--- config.mk ---
export PLATFORM = sky130hd
export DESIGN_NAME = two_class_round_robin_scheduler_core
export DESIGN_NICKNAME = d
export VERILOG_FILES = /design/src/design/tcrr_pkg.sv /design/src/design/tcrr_ctrl.sv /design/src/design/tcrr_dp.sv /design/src/design/two_class_round_robin_scheduler_core.sv
export VERILOG_INCLUDE_DIRS = /design/src /design/src/design
export SDC_FILE = /design/constraint.sdc
export NUM_CORES = 2
export LEC_CHECK = 0
export BUFFER_PORTS_ARGS = -buffer_cell sky130_fd_sc_hd__clkbuf_2
export CAP_MARGIN = 20
export CELL_PAD_IN_SITES_DETAIL_PLACEMENT = 0
export CELL_PAD_IN_SITES_GLOBAL_PLACEMENT = 1
export CORE_ASPECT_RATIO = 0.9
export CORE_UTILIZATION = 40
export CTS_CLUSTER_SIZE = 40
export DETAILED_ROUTE_END_ITERATION = 8
export PLACE_DENSITY_LB_ADDON = 0.1
export SYNTH_ARGS = -nofsm -noshare
export SYNTH_HDL_FRONTEND = slang
export SYNTH_SLANG_ARGS = --single-unit
--- constraint.sdc ---
create_clock -name clk -period 13.91 [get_ports clk]
set_input_delay 0 -clock clk [delete_from_list [all_inputs] [get_ports clk]]
set_output_delay 0 -clock clk [all_outputs]
set_load 0.01 [all_outputs]
--- src/design/assert_macros.svh ---
// assertion macros used by the scheduler top level
`ifndef ASSERT_MACROS_SVH
`define ASSERT_MACROS_SVH
`ifndef SYNTHESIS
`define ASSERT_SAME(lbl, clk, rst_n, ante, cons, msg) \
  lbl: assert property (@(posedge clk) disable iff (!rst_n) (ante) |-> (cons)) else $error(msg);
`define ASSERT_NEXT(lbl, clk, rst_n, ante, cons, msg) \
  lbl: assert property (@(posedge clk) disable iff (!rst_n) (ante) |=> (cons)) else $error(msg);
`else
`define ASSERT_SAME(lbl, clk, rst_n, ante, cons, msg)
`define ASSERT_NEXT(lbl, clk, rst_n, ante, cons, msg)
`endif
`endif

--- src/design/tcrr_pkg.sv ---
// types and constants of the two-class round-robin scheduler
`default_nettype none
package tcrr_pkg;

  localparam int QUEUE_DEPTH_DEF = 16;
  localparam int QUANTUM_W = 4;
  localparam logic [QUANTUM_W-1:0] QUANTUM_RESET = 4'd3;
  localparam logic [7:0] ID_RESET = 8'd1;

  localparam logic OP_ENQUEUE = 1'b0;
  localparam logic OP_SERVE   = 1'b1;

  localparam logic CLASS_HIGH = 1'b0;
  localparam logic CLASS_LOW  = 1'b1;

  localparam logic [1:0] STAT_ENQUEUED = 2'd0;
  localparam logic [1:0] STAT_SERVED   = 2'd1;
  localparam logic [1:0] STAT_FULL     = 2'd2;
  localparam logic [1:0] STAT_EMPTY    = 2'd3;

  typedef struct packed {
    logic       operation;
    logic       job_class;
    logic [7:0] burst_time;
  } tcrr_in_t;

  typedef struct packed {
    logic [1:0]  status;
    logic        served_class;
    logic [7:0]  job_id;
    logic [15:0] arrival_number;
    logic [7:0]  job_burst;
    logic [15:0] slice_start;
    logic [15:0] completion_time;
    logic [7:0]  remaining_time;
  } tcrr_out_t;

  typedef struct packed {
    logic [7:0]  id;
    logic [15:0] arrival;
    logic [7:0]  burst;
    logic [7:0]  remaining;
  } tcrr_entry_t;

  typedef struct packed {
    logic capture;
    logic execute;
  } tcrr_cmd_t;

  typedef enum logic {
    ST_IDLE,
    ST_EXEC
  } tcrr_state_t;

endpackage
`default_nettype wire

--- src/design/tcrr_ctrl.sv ---
// controller: accepts a request, then runs the execute state
`default_nettype none
module tcrr_ctrl (
  input  logic                clk,
  input  logic                rst_n,
  input  logic                start,
  output logic                busy,
  output tcrr_pkg::tcrr_cmd_t cmd
);
  import tcrr_pkg::*;

  tcrr_state_t state_r, state_nxt;

  always_ff @(posedge clk) begin
    if (!rst_n) begin
      state_r <= ST_IDLE;
    end else begin
      state_r <= state_nxt;
    end
  end

  always_comb begin
    state_nxt = state_r;
    case (state_r)
      ST_IDLE: begin
        if (start) begin
          state_nxt = ST_EXEC;
        end
      end
      ST_EXEC: begin
        state_nxt = ST_IDLE;
      end
      default: begin
        state_nxt = ST_IDLE;
      end
    endcase
  end

  always_comb begin
    busy        = 1'b0;
    cmd.capture = 1'b0;
    cmd.execute = 1'b0;
    case (state_r)
      ST_IDLE: begin
        cmd.capture = start;
      end
      ST_EXEC: begin
        busy        = 1'b1;
        cmd.execute = 1'b1;
      end
      default: begin
        busy = 1'b0;
      end
    endcase
  end

endmodule
`default_nettype wire

--- src/design/tcrr_dp.sv ---
// datapath: job queues, pointers, counters, slice arithmetic and result register
`default_nettype none
module tcrr_dp #(
  parameter int QUEUE_DEPTH = tcrr_pkg::QUEUE_DEPTH_DEF
) (
  input  logic                               clk,
  input  logic                               rst_n,
  input  tcrr_pkg::tcrr_cmd_t                cmd,
  input  tcrr_pkg::tcrr_in_t                 in_item,
  input  logic                               cfg_we,
  input  logic [tcrr_pkg::QUANTUM_W-1:0]     cfg_data,
  output logic                               out_valid,
  output tcrr_pkg::tcrr_out_t                out_item
);
  import tcrr_pkg::*;

  localparam int PTR_W = (QUEUE_DEPTH > 1) ? $clog2(QUEUE_DEPTH) : 1;
  localparam int CNT_W = $clog2(QUEUE_DEPTH + 1);
  localparam logic [CNT_W-1:0] CNT_FULL = CNT_W'(QUEUE_DEPTH);
  localparam logic [PTR_W-1:0] PTR_LAST = PTR_W'(QUEUE_DEPTH - 1);

  function automatic logic [PTR_W-1:0] ptr_inc(input logic [PTR_W-1:0] p);
    ptr_inc = (p == PTR_LAST) ? '0 : p + 1'b1;
  endfunction

  tcrr_entry_t hi_mem [QUEUE_DEPTH];
  tcrr_entry_t lo_mem [QUEUE_DEPTH];

  logic [PTR_W-1:0] hi_head_r, hi_head_nxt, hi_tail_r, hi_tail_nxt;
  logic [PTR_W-1:0] lo_head_r, lo_head_nxt, lo_tail_r, lo_tail_nxt;
  logic [CNT_W-1:0] hi_count_r, hi_count_nxt, lo_count_r, lo_count_nxt;
  logic [7:0]       hi_id_r, hi_id_nxt, lo_id_r, lo_id_nxt;
  logic [15:0]      arrival_r, arrival_nxt;
  logic [15:0]      clock_r, clock_nxt;
  logic [QUANTUM_W-1:0] quantum_r;

  tcrr_in_t    item_r;
  logic        any_r;
  logic        sel_r;
  tcrr_entry_t rd_hi_r, rd_lo_r;
  logic        out_valid_r;
  tcrr_out_t   out_item_r;

  logic             wr_hi, wr_lo;
  logic [PTR_W-1:0] wr_ptr;
  tcrr_entry_t      wr_entry;
  tcrr_entry_t      popped;
  tcrr_out_t        res;
  logic [QUANTUM_W-1:0] q_eff;
  logic [7:0]       slice;
  logic [7:0]       rem_left;

  // queue memories, head read at accept, written at execute
  always_ff @(posedge clk) begin
    if (wr_hi) begin
      hi_mem[wr_ptr] <= wr_entry;
    end
    if (cmd.capture) begin
      rd_hi_r <= hi_mem[hi_head_r];
    end
  end

  always_ff @(posedge clk) begin
    if (wr_lo) begin
      lo_mem[wr_ptr] <= wr_entry;
    end
    if (cmd.capture) begin
      rd_lo_r <= lo_mem[lo_head_r];
    end
  end

  always_ff @(posedge clk) begin
    if (cmd.capture) begin
      item_r <= in_item;
      any_r  <= (hi_count_r != '0) || (lo_count_r != '0);
      sel_r  <= (hi_count_r == '0) ? CLASS_LOW : CLASS_HIGH;
    end
    if (cmd.execute) begin
      out_item_r <= res;
    end
  end

  always_ff @(posedge clk) begin
    if (!rst_n) begin
      hi_head_r   <= '0;
      hi_tail_r   <= '0;
      hi_count_r  <= '0;
      lo_head_r   <= '0;
      lo_tail_r   <= '0;
      lo_count_r  <= '0;
      hi_id_r     <= ID_RESET;
      lo_id_r     <= ID_RESET;
      arrival_r   <= '0;
      clock_r     <= '0;
      quantum_r   <= QUANTUM_RESET;
      out_valid_r <= 1'b0;
    end else begin
      hi_head_r   <= hi_head_nxt;
      hi_tail_r   <= hi_tail_nxt;
      hi_count_r  <= hi_count_nxt;
      lo_head_r   <= lo_head_nxt;
      lo_tail_r   <= lo_tail_nxt;
      lo_count_r  <= lo_count_nxt;
      hi_id_r     <= hi_id_nxt;
      lo_id_r     <= lo_id_nxt;
      arrival_r   <= arrival_nxt;
      clock_r     <= clock_nxt;
      out_valid_r <= cmd.execute;
      if (cfg_we) begin
        quantum_r <= cfg_data;
      end
    end
  end

  // a zero quantum still serves one unit
  assign q_eff    = (quantum_r == '0) ? QUANTUM_W'(1) : quantum_r;
  assign popped   = (sel_r == CLASS_LOW) ? rd_lo_r : rd_hi_r;
  assign slice    = (popped.remaining < 8'(q_eff)) ? popped.remaining : 8'(q_eff);
  assign rem_left = popped.remaining - slice;

  always_comb begin
    hi_head_nxt  = hi_head_r;
    hi_tail_nxt  = hi_tail_r;
    hi_count_nxt = hi_count_r;
    lo_head_nxt  = lo_head_r;
    lo_tail_nxt  = lo_tail_r;
    lo_count_nxt = lo_count_r;
    hi_id_nxt    = hi_id_r;
    lo_id_nxt    = lo_id_r;
    arrival_nxt  = arrival_r;
    clock_nxt    = clock_r;
    wr_hi        = 1'b0;
    wr_lo        = 1'b0;
    wr_ptr       = '0;
    wr_entry     = '0;
    res          = '0;
    if (cmd.execute) begin
      if (item_r.operation == OP_ENQUEUE) begin
        res.served_class = item_r.job_class;
        res.job_burst    = item_r.burst_time;
        if (item_r.job_class == CLASS_LOW) begin
          if (lo_count_r == CNT_FULL) begin
            res.status = STAT_FULL;
          end else begin
            wr_lo        = 1'b1;
            wr_ptr       = lo_tail_r;
            wr_entry.id  = lo_id_r;
            lo_tail_nxt  = ptr_inc(lo_tail_r);
            lo_count_nxt = lo_count_r + 1'b1;
            lo_id_nxt    = lo_id_r + 1'b1;
          end
        end else begin
          if (hi_count_r == CNT_FULL) begin
            res.status = STAT_FULL;
          end else begin
            wr_hi        = 1'b1;
            wr_ptr       = hi_tail_r;
            wr_entry.id  = hi_id_r;
            hi_tail_nxt  = ptr_inc(hi_tail_r);
            hi_count_nxt = hi_count_r + 1'b1;
            hi_id_nxt    = hi_id_r + 1'b1;
          end
        end
        if (wr_hi || wr_lo) begin
          wr_entry.arrival   = arrival_r;
          wr_entry.burst     = item_r.burst_time;
          wr_entry.remaining = item_r.burst_time;
          arrival_nxt        = arrival_r + 1'b1;
          res.status         = STAT_ENQUEUED;
          res.job_id         = wr_entry.id;
          res.arrival_number = arrival_r;
          res.remaining_time = item_r.burst_time;
        end
      end else if (!any_r) begin
        res.status = STAT_EMPTY;
      end else begin
        clock_nxt          = clock_r + 16'(slice);
        wr_entry           = popped;
        wr_entry.remaining = rem_left;
        // unfinished job goes back to its tail, so the count nets out
        if (sel_r == CLASS_LOW) begin
          lo_head_nxt = ptr_inc(lo_head_r);
          wr_ptr      = lo_tail_r;
          if (rem_left != '0) begin
            wr_lo       = 1'b1;
            lo_tail_nxt = ptr_inc(lo_tail_r);
          end else begin
            lo_count_nxt = lo_count_r - 1'b1;
          end
        end else begin
          hi_head_nxt = ptr_inc(hi_head_r);
          wr_ptr      = hi_tail_r;
          if (rem_left != '0) begin
            wr_hi       = 1'b1;
            hi_tail_nxt = ptr_inc(hi_tail_r);
          end else begin
            hi_count_nxt = hi_count_r - 1'b1;
          end
        end
        res.status          = STAT_SERVED;
        res.served_class    = sel_r;
        res.job_id          = popped.id;
        res.arrival_number  = popped.arrival;
        res.job_burst       = popped.burst;
        res.slice_start     = clock_r;
        res.completion_time = clock_nxt;
        res.remaining_time  = rem_left;
      end
    end
  end

  assign out_valid = out_valid_r;
  assign out_item  = out_item_r;

endmodule
`default_nettype wire

--- src/design/two_class_round_robin_scheduler_core.sv ---
// top level of the two-class round-robin scheduler
`default_nettype none
`include "assert_macros.svh"
// Each request is handled in order, as the queue memories are read synchronously:
// in the accept cycle the queue heads are read, busy is then high for one cycle
// while the queue, counters and service clock are updated, and the result is
// shown with out_valid high for exactly one cycle after that. A new request can
// be accepted in that same result cycle. The receiver cannot stall: a result
// is gone after its strobe cycle.
// The quantum register takes a write in any cycle (cfg_ready is always high);
// write it only while no request is in flight.
module two_class_round_robin_scheduler_core #(
  parameter int QUEUE_DEPTH = tcrr_pkg::QUEUE_DEPTH_DEF
) (
  input  logic                           clk,
  input  logic                           rst_n,
  input  logic                           start,
  output logic                           busy,
  input  tcrr_pkg::tcrr_in_t             in_item,
  output logic                           out_valid,
  output tcrr_pkg::tcrr_out_t            out_item,
  input  logic                           cfg_valid,
  output logic                           cfg_ready,
  input  logic [tcrr_pkg::QUANTUM_W-1:0] cfg_data
);
  import tcrr_pkg::*;

  tcrr_cmd_t cmd;

  assign cfg_ready = 1'b1;

  tcrr_ctrl u_ctrl (
    .clk   (clk),
    .rst_n (rst_n),
    .start (start),
    .busy  (busy),
    .cmd   (cmd)
  );

  tcrr_dp #(
    .QUEUE_DEPTH (QUEUE_DEPTH)
  ) u_dp (
    .clk       (clk),
    .rst_n     (rst_n),
    .cmd       (cmd),
    .in_item   (in_item),
    .cfg_we    (cfg_valid && cfg_ready),
    .cfg_data  (cfg_data),
    .out_valid (out_valid),
    .out_item  (out_item)
  );

  `ASSERT_NEXT(a_accept_busy, clk, rst_n, start && !busy, busy, "accepted request did not set busy")
  `ASSERT_NEXT(a_busy_result, clk, rst_n, busy, out_valid && !busy, "execute cycle gave no result")
  `ASSERT_SAME(a_result_idle, clk, rst_n, out_valid, !busy, "result shown while busy")
  `ASSERT_NEXT(a_single_strobe, clk, rst_n, out_valid, !out_valid, "result strobe held two cycles")

endmodule
`default_nettype wire
* Word-level counts from Yosys, hierarchy flattened
Memory sizes are Yosys's and may differ from the RTL's. A register that Yosys moved wholly into a read port is not among the register bits.
Cells that the tools add are included.
** Storage, ports and cells
- Flip-flop bits (word level) :: 167
- Output and inout bits :: 78
- Memories :: 2
- Bits in writable memories :: 1280
- Bits of input ports :: 18
** Operators by class
- Muxes and demuxes :: 81
- Reductions and logical operators :: 19
- Magnitude comparators :: 1
- Bitwise operators :: 6
- Add/sub/neg operators :: 13
- Equal/unequal tests :: 14
** Memories
- u_dp.hi_mem :: words 16, bits a word 40, rd ports 1, clocked after memory_dff 1, wr ports 1, line tcrr_dp.sv:26 : tcrr_entry_t hi_mem [QUEUE_DEPTH];
- u_dp.lo_mem :: words 16, bits a word 40, rd ports 1, clocked after memory_dff 1, wr ports 1, line tcrr_dp.sv:27 : tcrr_entry_t lo_mem [QUEUE_DEPTH];
** Operators with widths (count)
- two-way mux 40 bit :: 4
- two-way mux 4 bit :: 24
- two-way mux 73 bit :: 1
- two-way mux 5 bit :: 12
- two-way mux 8 bit :: 6
- two-way mux 35 bit :: 1
- two-way mux 32 bit :: 1
- two-way mux 1 bit :: 25
- two-way mux 24 bit :: 1
- AND reduction 6 bit :: 4
- adder 16 x 1 -> 16 bit, second input constant :: 1
- adder 16 x 8 -> 16 bit :: 1
- adder 4 x 1 -> 4 bit, second input constant :: 4
- adder 8 x 1 -> 8 bit, second input constant :: 2
- == test 4 bit, second input constant :: 4
- AND reduction 4 bit :: 4
- adder 5 x 1 -> 5 bit, second input constant :: 2
- == test 5 bit, second input constant :: 2
- two-way mux 2 bit :: 5
- != test 2 bit, second input constant :: 5
- nonzero test 5 bit :: 2
- subtractor 5 x 1 -> 5 bit, second input constant :: 2
- less-than comparator 8 x 4 -> 1 bit :: 1
- nonzero test 8 bit :: 1
- 10 further kinds :: 19

* Longest topological paths before layout
- Depth after elaboration :: 13
- Mapped depth :: 18
- Depth with buffers taken out :: 14

* Hierarchy
From an unflattened synthesis, not the netlist that was laid out.
** Second synthesis, totals
- Cells, all modules :: 2775
- Area, all modules :: 59286.9 um^2
** By module, submodules not included
- tcrr_dp :: area an instance 59225.6 um^2, sequential area each 45033.2 um^2, cells each 2768, instances 1
- tcrr_ctrl :: area an instance 50.0 um^2, sequential area each 20.0 um^2, cells each 5, instances 1
- two_class_round_robin_scheduler_core :: area an instance 11.3 um^2, sequential area each 0.0 um^2, cells each 2, instances 1

* Worst setup path before layout
OpenSTA, ideal clock, no wires.
- Path kind :: reg2reg
- Start point :: register u_dp.sel_r
- End point :: memory u_dp.hi_mem[13][0] (netlist name), enable pin
- Cell stages (with the launch flop) :: 19
- Period minus slack after synthesis :: 7.944 ns
- Arrival :: 7.457 ns
- Slack :: 5.966 ns
- Cell sequence :: edfxtp_1 -> buf_2 -> buf_2 -> buf_1 -> mux2_2 -> ha_1 -> nand2_1 -> o2111ai_1 -> mux2i_1 -> ha_1 -> inv_1 -> fa_1 -> a21o_1 -> a21oi_1 -> xnor2_1 -> a2111o_1 -> a21oi_4 -> buf_6 -> nor3_1
** On the way
- Cells in the longest elaborated chain, start to end :: 12
- Elaborated cells on any way between the ends :: 16
- Classes of those cells :: add/sub: 1; order compare: 1; mux: 13; reduce/logical: 1
** Ends and longest elaborated chain
- start: declaration :: line tcrr_dp.sv:39 : logic sel_r;
- start signal: assignment :: line tcrr_dp.sv:76 : sel_r <= (hi_count_r == '0) ? CLASS_LOW : CLASS_HIGH;
- two-way mux 40 bit :: line tcrr_dp.sv:117 : assign popped = (sel_r == CLASS_LOW) ? rd_lo_r : rd_hi_r;
- less-than comparator 8 x 4 -> 1 bit :: line tcrr_dp.sv:118 : assign slice = (popped.remaining < 8'(q_eff)) ? popped.remaining : 8'(q_eff);
- two-way mux 8 bit :: line tcrr_dp.sv:118
- subtractor 8 bit :: line tcrr_dp.sv:119 : assign rem_left = popped.remaining - slice;
- nonzero test 8 bit :: line tcrr_dp.sv:193 : if (rem_left != '0) begin
- two-way mux 1 bit :: line tcrr_dp.sv:193
- two-way mux 1 bit :: line tcrr_dp.sv:181 : if (sel_r == CLASS_LOW) begin
- two-way mux 1 bit :: line tcrr_dp.sv:174 : end else if (!any_r) begin
- two-way mux 1 bit :: line tcrr_dp.sv:138 : if (item_r.operation == OP_ENQUEUE) begin
- two-way mux 1 bit :: line tcrr_dp.sv:137 : if (cmd.execute) begin
- two-way mux 1 bit :: line tcrr_dp.sv:55 : if (wr_hi) begin
- two-way mux 1 bit (not written as such) :: line tcrr_dp.sv:56 : hi_mem[wr_ptr] <= wr_entry;
- end: declaration :: line tcrr_dp.sv:26
Several ways; a longest one is shown, not always the timed one.

* Worst setup path after layout
- Start point :: register u_dp.sel_r
- End point :: memory u_dp.lo_mem[14][7] (netlist name), enable pin
** On the way
- Cells in the longest elaborated chain, start to end :: 12
- Elaborated cells on any way between the ends :: 16
- Classes of those cells :: add/sub: 1; order compare: 1; mux: 13; reduce/logical: 1
** Ends and longest elaborated chain
- two-way mux 40 bit :: line tcrr_dp.sv:117
- less-than comparator 8 x 4 -> 1 bit :: line tcrr_dp.sv:118
- two-way mux 8 bit :: line tcrr_dp.sv:118
- subtractor 8 bit :: line tcrr_dp.sv:119
- nonzero test 8 bit :: line tcrr_dp.sv:184 : if (rem_left != '0) begin
- two-way mux 1 bit :: line tcrr_dp.sv:184
- two-way mux 1 bit :: line tcrr_dp.sv:181
- two-way mux 1 bit :: line tcrr_dp.sv:174
- two-way mux 1 bit :: line tcrr_dp.sv:138
- two-way mux 1 bit :: line tcrr_dp.sv:137
- two-way mux 1 bit :: line tcrr_dp.sv:64 : if (wr_lo) begin
- two-way mux 1 bit (not written as such) :: line tcrr_dp.sv:65 : lo_mem[wr_ptr] <= wr_entry;
- end: declaration :: line tcrr_dp.sv:27
Several ways; a longest one is shown, not always the timed one.

==> flow_results.xml <==
<?xml version="1.0" encoding="UTF-8"?>
<metrics>
  <group name="run_status">
    <metric name="result_of_the_run" unit="">complete, no violations</metric>
  </group>
  <group name="placement">
    <metric name="place_congestion" unit="">0.802</metric>
    <metric name="dpl.hpwl" unit="um">94000</metric>
    <metric name="io_buffers" unit="">94</metric>
  </group>
  <group name="setup_path">
    <metric name="worst_setup_path_end_kind" unit="">flip-flop</metric>
    <metric name="crit_arrival" unit="ns">6.81</metric>
    <metric name="critical_path_start_type" unit="">flip-flop</metric>
    <metric name="regToRegSetupSlack" unit="ns">7.50</metric>
    <metric name="buffers_inverters_on_critical_path" unit="">3</metric>
    <metric name="slowest_stage" unit="">sky130_fd_sc_hd__nor2_4</metric>
    <metric name="critPathTopFamily" unit="">compound AO/OA/AOI/OAI gates</metric>
    <metric name="critPathMaxStageDelay" unit="ns">0.65</metric>
    <metric name="crit_chain" unit="">buf_4 -&gt; mux2_2 -&gt; ha_1 -&gt; a21oi_1 -&gt; o2111ai_1 -&gt; mux2i_1 -&gt; ha_1 -&gt; inv_1 -&gt; fa_1 -&gt; a21o_1 -&gt; a21oi_1 -&gt; xnor2_1 -&gt; a2111o_1 -&gt; o221ai_1 -&gt; nor2_4 -&gt; buf_4</metric>
    <metric name="critPathKind" unit="">reg2reg</metric>
    <metric name="critical_path_peak_fanout" unit="">25</metric>
    <metric name="required_time_of_the_critical_path" unit="ns">14.31</metric>
  </group>
  <group name="sta">
    <metric name="fmax" unit="MHz">156</metric>
    <metric name="layout_worst_path_cycle_share" unit="">0.461</metric>
    <metric name="setup-tns-final" unit="ns">0</metric>
    <metric name="hold_viol" unit="">0</metric>
    <metric name="grt_setup_unrepaired" unit="">no</metric>
    <metric name="slew_violations" unit="">0</metric>
    <metric name="relSlewSlack" unit="">0.263</metric>
    <metric name="worst_slew_pin_slew" unit="ns">1.11</metric>
    <metric name="min_period" unit="ns">6.41</metric>
    <metric name="finClkSkew" unit="ns">0.0373</metric>
    <metric name="report.final.setup_viol" unit="">0</metric>
  </group>
  <group name="global_routing">
    <metric name="global_route_wire_length_before_repair" unit="um">226000</metric>
    <metric name="grt_pass1_vias" unit="">29505</metric>
    <metric name="grt_max_degree" unit="">103</metric>
    <metric name="globalRoute.totalOverflow" unit="">0</metric>
    <metric name="grt_util_all_layers" unit="">0.214</metric>
    <metric name="antenna_violations_before_repair" unit="">10</metric>
  </group>
  <group name="pwr">
    <metric name="power-per-cell-area" unit="nW/um2">139</metric>
    <metric name="totalPowerFinal" unit="mW">9.48</metric>
    <metric name="peakVddDrop" unit="mV">0.118</metric>
    <metric name="power.static_leakage" unit="nW">21.3</metric>
  </group>
  <group name="clock_tree">
    <metric name="sink_count_of_the_clock_tree" unit="">1527</metric>
    <metric name="clk_path_buf_depth" unit="">3</metric>
    <metric name="cts-buffers-inserted" unit="">162</metric>
    <metric name="clkSlewWorstSetupHoldPaths" unit="ns">0.06</metric>
    <metric name="h-tree-depth" unit="">4</metric>
    <metric name="tritoncts" unit="">done</metric>
    <metric name="clock-root-buffer" unit="">sky130_fd_sc_hd__clkbuf_16</metric>
    <metric name="worstSkewPairLatency" unit="ns">0.79</metric>
    <metric name="cts_setup_buffers" unit="">0</metric>
  </group>
  <group name="synthesis">
    <metric name="synth-seq-cells" unit="">1527</metric>
    <metric name="top_cells_by_area_synth" unit="">sky130_fd_sc_hd__edfxtp_1 (73%), sky130_fd_sc_hd__mux4_2 (15%), sky130_fd_sc_hd__dfxtp_1 (2.7%)</metric>
    <metric name="instance_count_of_the_mapped_netlist" unit="">2808</metric>
    <metric name="synth_enable_flop_cells" unit="">1447</metric>
    <metric name="postSynth.topFlopCell" unit="">sky130_fd_sc_hd__edfxtp_1</metric>
    <metric name="async_set_reset_flop_share_out_of_synthesis" unit="">0</metric>
    <metric name="post_synth_most_frequent_cells" unit="">sky130_fd_sc_hd__edfxtp_1 (1447), sky130_fd_sc_hd__mux4_2 (400), sky130_fd_sc_hd__nand2_1 (117)</metric>
    <metric name="synth_top_cell_by_area" unit="">sky130_fd_sc_hd__edfxtp_1</metric>
    <metric name="synth_area_per_cell" unit="um2">21.1</metric>
    <metric name="distinct_cells_synth" unit="">67</metric>
    <metric name="synth_seq_area_share" unit="">0.761</metric>
    <metric name="synth_top_area_share" unit="">0.734</metric>
    <metric name="synthMostInstantiatedCell" unit="">sky130_fd_sc_hd__edfxtp_1</metric>
    <metric name="synth_area" unit="um2">59200</metric>
    <metric name="synth.yosys.warnings" unit="">0</metric>
  </group>
  <group name="cells_and_area">
    <metric name="register_area" unit="um2">45100</metric>
    <metric name="finalNetCount" unit="">3106</metric>
    <metric name="post_route_cells_drive_above_1_share" unit="">0.273</metric>
    <metric name="layout-area-overhead-vs-synth" unit="%">14.9</metric>
    <metric name="fillCellCount" unit="">12238</metric>
    <metric name="multi_input_comb_area" unit="um2">13800</metric>
  </group>
  <group name="floorplan">
    <metric name="vertical_die_dimension" unit="um">367</metric>
    <metric name="die_w" unit="um">408</metric>
    <metric name="core_area" unit="um2">146000</metric>
    <metric name="design.portCount" unit="">96</metric>
    <metric name="die_area" unit="um2">150000</metric>
    <metric name="num_rows" unit="">133</metric>
    <metric name="starting_density_of_the_core" unit="">0.404</metric>
  </group>
  <group name="routing">
    <metric name="firstDrtPassIters" unit="">5</metric>
    <metric name="postRouteWirelength" unit="um">159000</metric>
    <metric name="routedWlPerCell" unit="um">31.0</metric>
    <metric name="vias_cell" unit="">5.64</metric>
    <metric name="drc" unit="">0</metric>
    <metric name="antenna_violating_nets_post_route" unit="">0</metric>
    <metric name="drtIter0Drc" unit="">2722</metric>
    <metric name="via_count" unit="">29008</metric>
  </group>
  <group name="hold_path">
    <metric name="worstHoldPathType" unit="">in2reg</metric>
  </group>
  <group name="job">
    <metric name="drv.max_cap_violation_count" unit="">0</metric>
  </group>
</metrics>
[metrics by stage]
stage | cells | cell area [um2] | utilization | hold slack, ns | setup WS, ns
floorplan | 2811 | 59200 | - | 0.0989 | 5.97
global placement | 4810 | 62600 | 0.427 | 0.178 | 7.45
detailed placement | 4812 | 62600 | 0.428 | 0.181 | 7.43
CTS | 5129 | 67900 | 0.464 | 0.0832 | 7.42
global route | 5135 | 68000 | 0.465 | 0.159 | 7.09
finish | 5140 | 68100 | 0.465 | 0.136 | 7.50
[cell families after synthesis]
family                   Yosys count  share of synthesized area
AO/OA/AOI/OAI                    166                     0.0181
XOR/XNOR                          50                    0.00739
adder cells (fa/ha/maj)           32                    0.00727
buffers and inverters            175                     0.0114
flip-flops                      1527                      0.761
multiplexers                     465                      0.163
other                              2                   0.000127
AND/OR/NAND/NOR                  391                     0.0317
[registers in the layout (all words and copies together), names as in the netlist]
name             cells
u_dp.arrival_r      16
u_dp.clock_r        16
u_dp.hi_id_r         8
u_dp.any_r           1
u_dp.hi_tail_r       4
u_dp.hi_count_r      5
u_dp.hi_head_r       4
u_dp.lo_id_r         8
u_dp.sel_r           1
u_dp.lo_tail_r       4
u_dp.out_valid       1
u_dp.rd_lo_r        40
u_dp.hi_mem        640
u_dp.lo_count_r      5
u_ctrl.state_r       1
u_dp.rd_hi_r        40
u_dp.lo_mem        640
u_dp.quantum_r       4
u_dp.item_r         10
u_dp.lo_head_r       4
u_dp.out_item       75
[cells in the final DEF (no fill, tap or decap), types with 39 or more instances in the layout]
master and count:
sky130_fd_sc_hd__clkbuf_16 167, sky130_fd_sc_hd__clkbuf_1 43, sky130_fd_sc_hd__buf_4 89, sky130_fd_sc_hd__dfxtp_1 71, sky130_fd_sc_hd__mux2i_1 53, sky130_fd_sc_hd__mux4_2 400
sky130_fd_sc_hd__edfxtp_1 1447, sky130_fd_sc_hd__clkinv_1 39, sky130_fd_sc_hd__o21ai_0 58, sky130_fd_sc_hd__clkbuf_2 94, sky130_fd_sc_hd__nor2_1 78, sky130_fd_sc_hd__nand2_1 116
[worst min-delay path, stage by stage]
cell and delay [ns]:
sky130_fd_sc_hd__clkbuf_2 0.20, sky130_fd_sc_hd__o211ai_1 0.12, sky130_fd_sc_hd__dlygate4sd3_1 0.54
[path summary, 6_finish.rpt]
path                      startpoint                 end  depth (start not counted)
hold reg to reg   u_dp.lo_count_r[4]  u_dp.lo_count_r[4]                          2
setup reg to reg          u_dp.sel_r  u_dp.lo_mem[14][7]                         16
setup / recovery          u_dp.sel_r  u_dp.lo_mem[14][7]                         16
hold / removal             cfg_valid   u_dp.quantum_r[1]                          3
[layout make-up]
class	count	area share
Sequential cell	1527	0.662
Multi-Input combinational cell	1109	0.202
Clock buffer	211	0.0640
Tap cell	1957	0.0360
Timing Repair Buffer	221	0.0233
Clock inverter	74	0.00969
Inverter	35	0.00193
Antenna cell	6	0.000221
[routing by layer]
metal	global-route usage	vias up	routed length [um]
met5	0	-	0
met4	0.0450	0	2620
met3	0.0341	182	8760
met2	0.331	889	75000
met1	0.321	15820	72800
li1	-	12117	-
[timing repair]
action / CTS / global route
hold buffers: 32 / 0
hold endpoints to repair: 75 / 0
gates resized for setup: 0 / 0
[where the power goes]
| part | switching, mW | internal, mW |
|---|---|---|
| logic | 0.181 | 0.0913 |
| clock network | 1.76 | 2.38 |
| registers | 0.0293 | 5.04 |
Power figures use the tool's default switching activity.
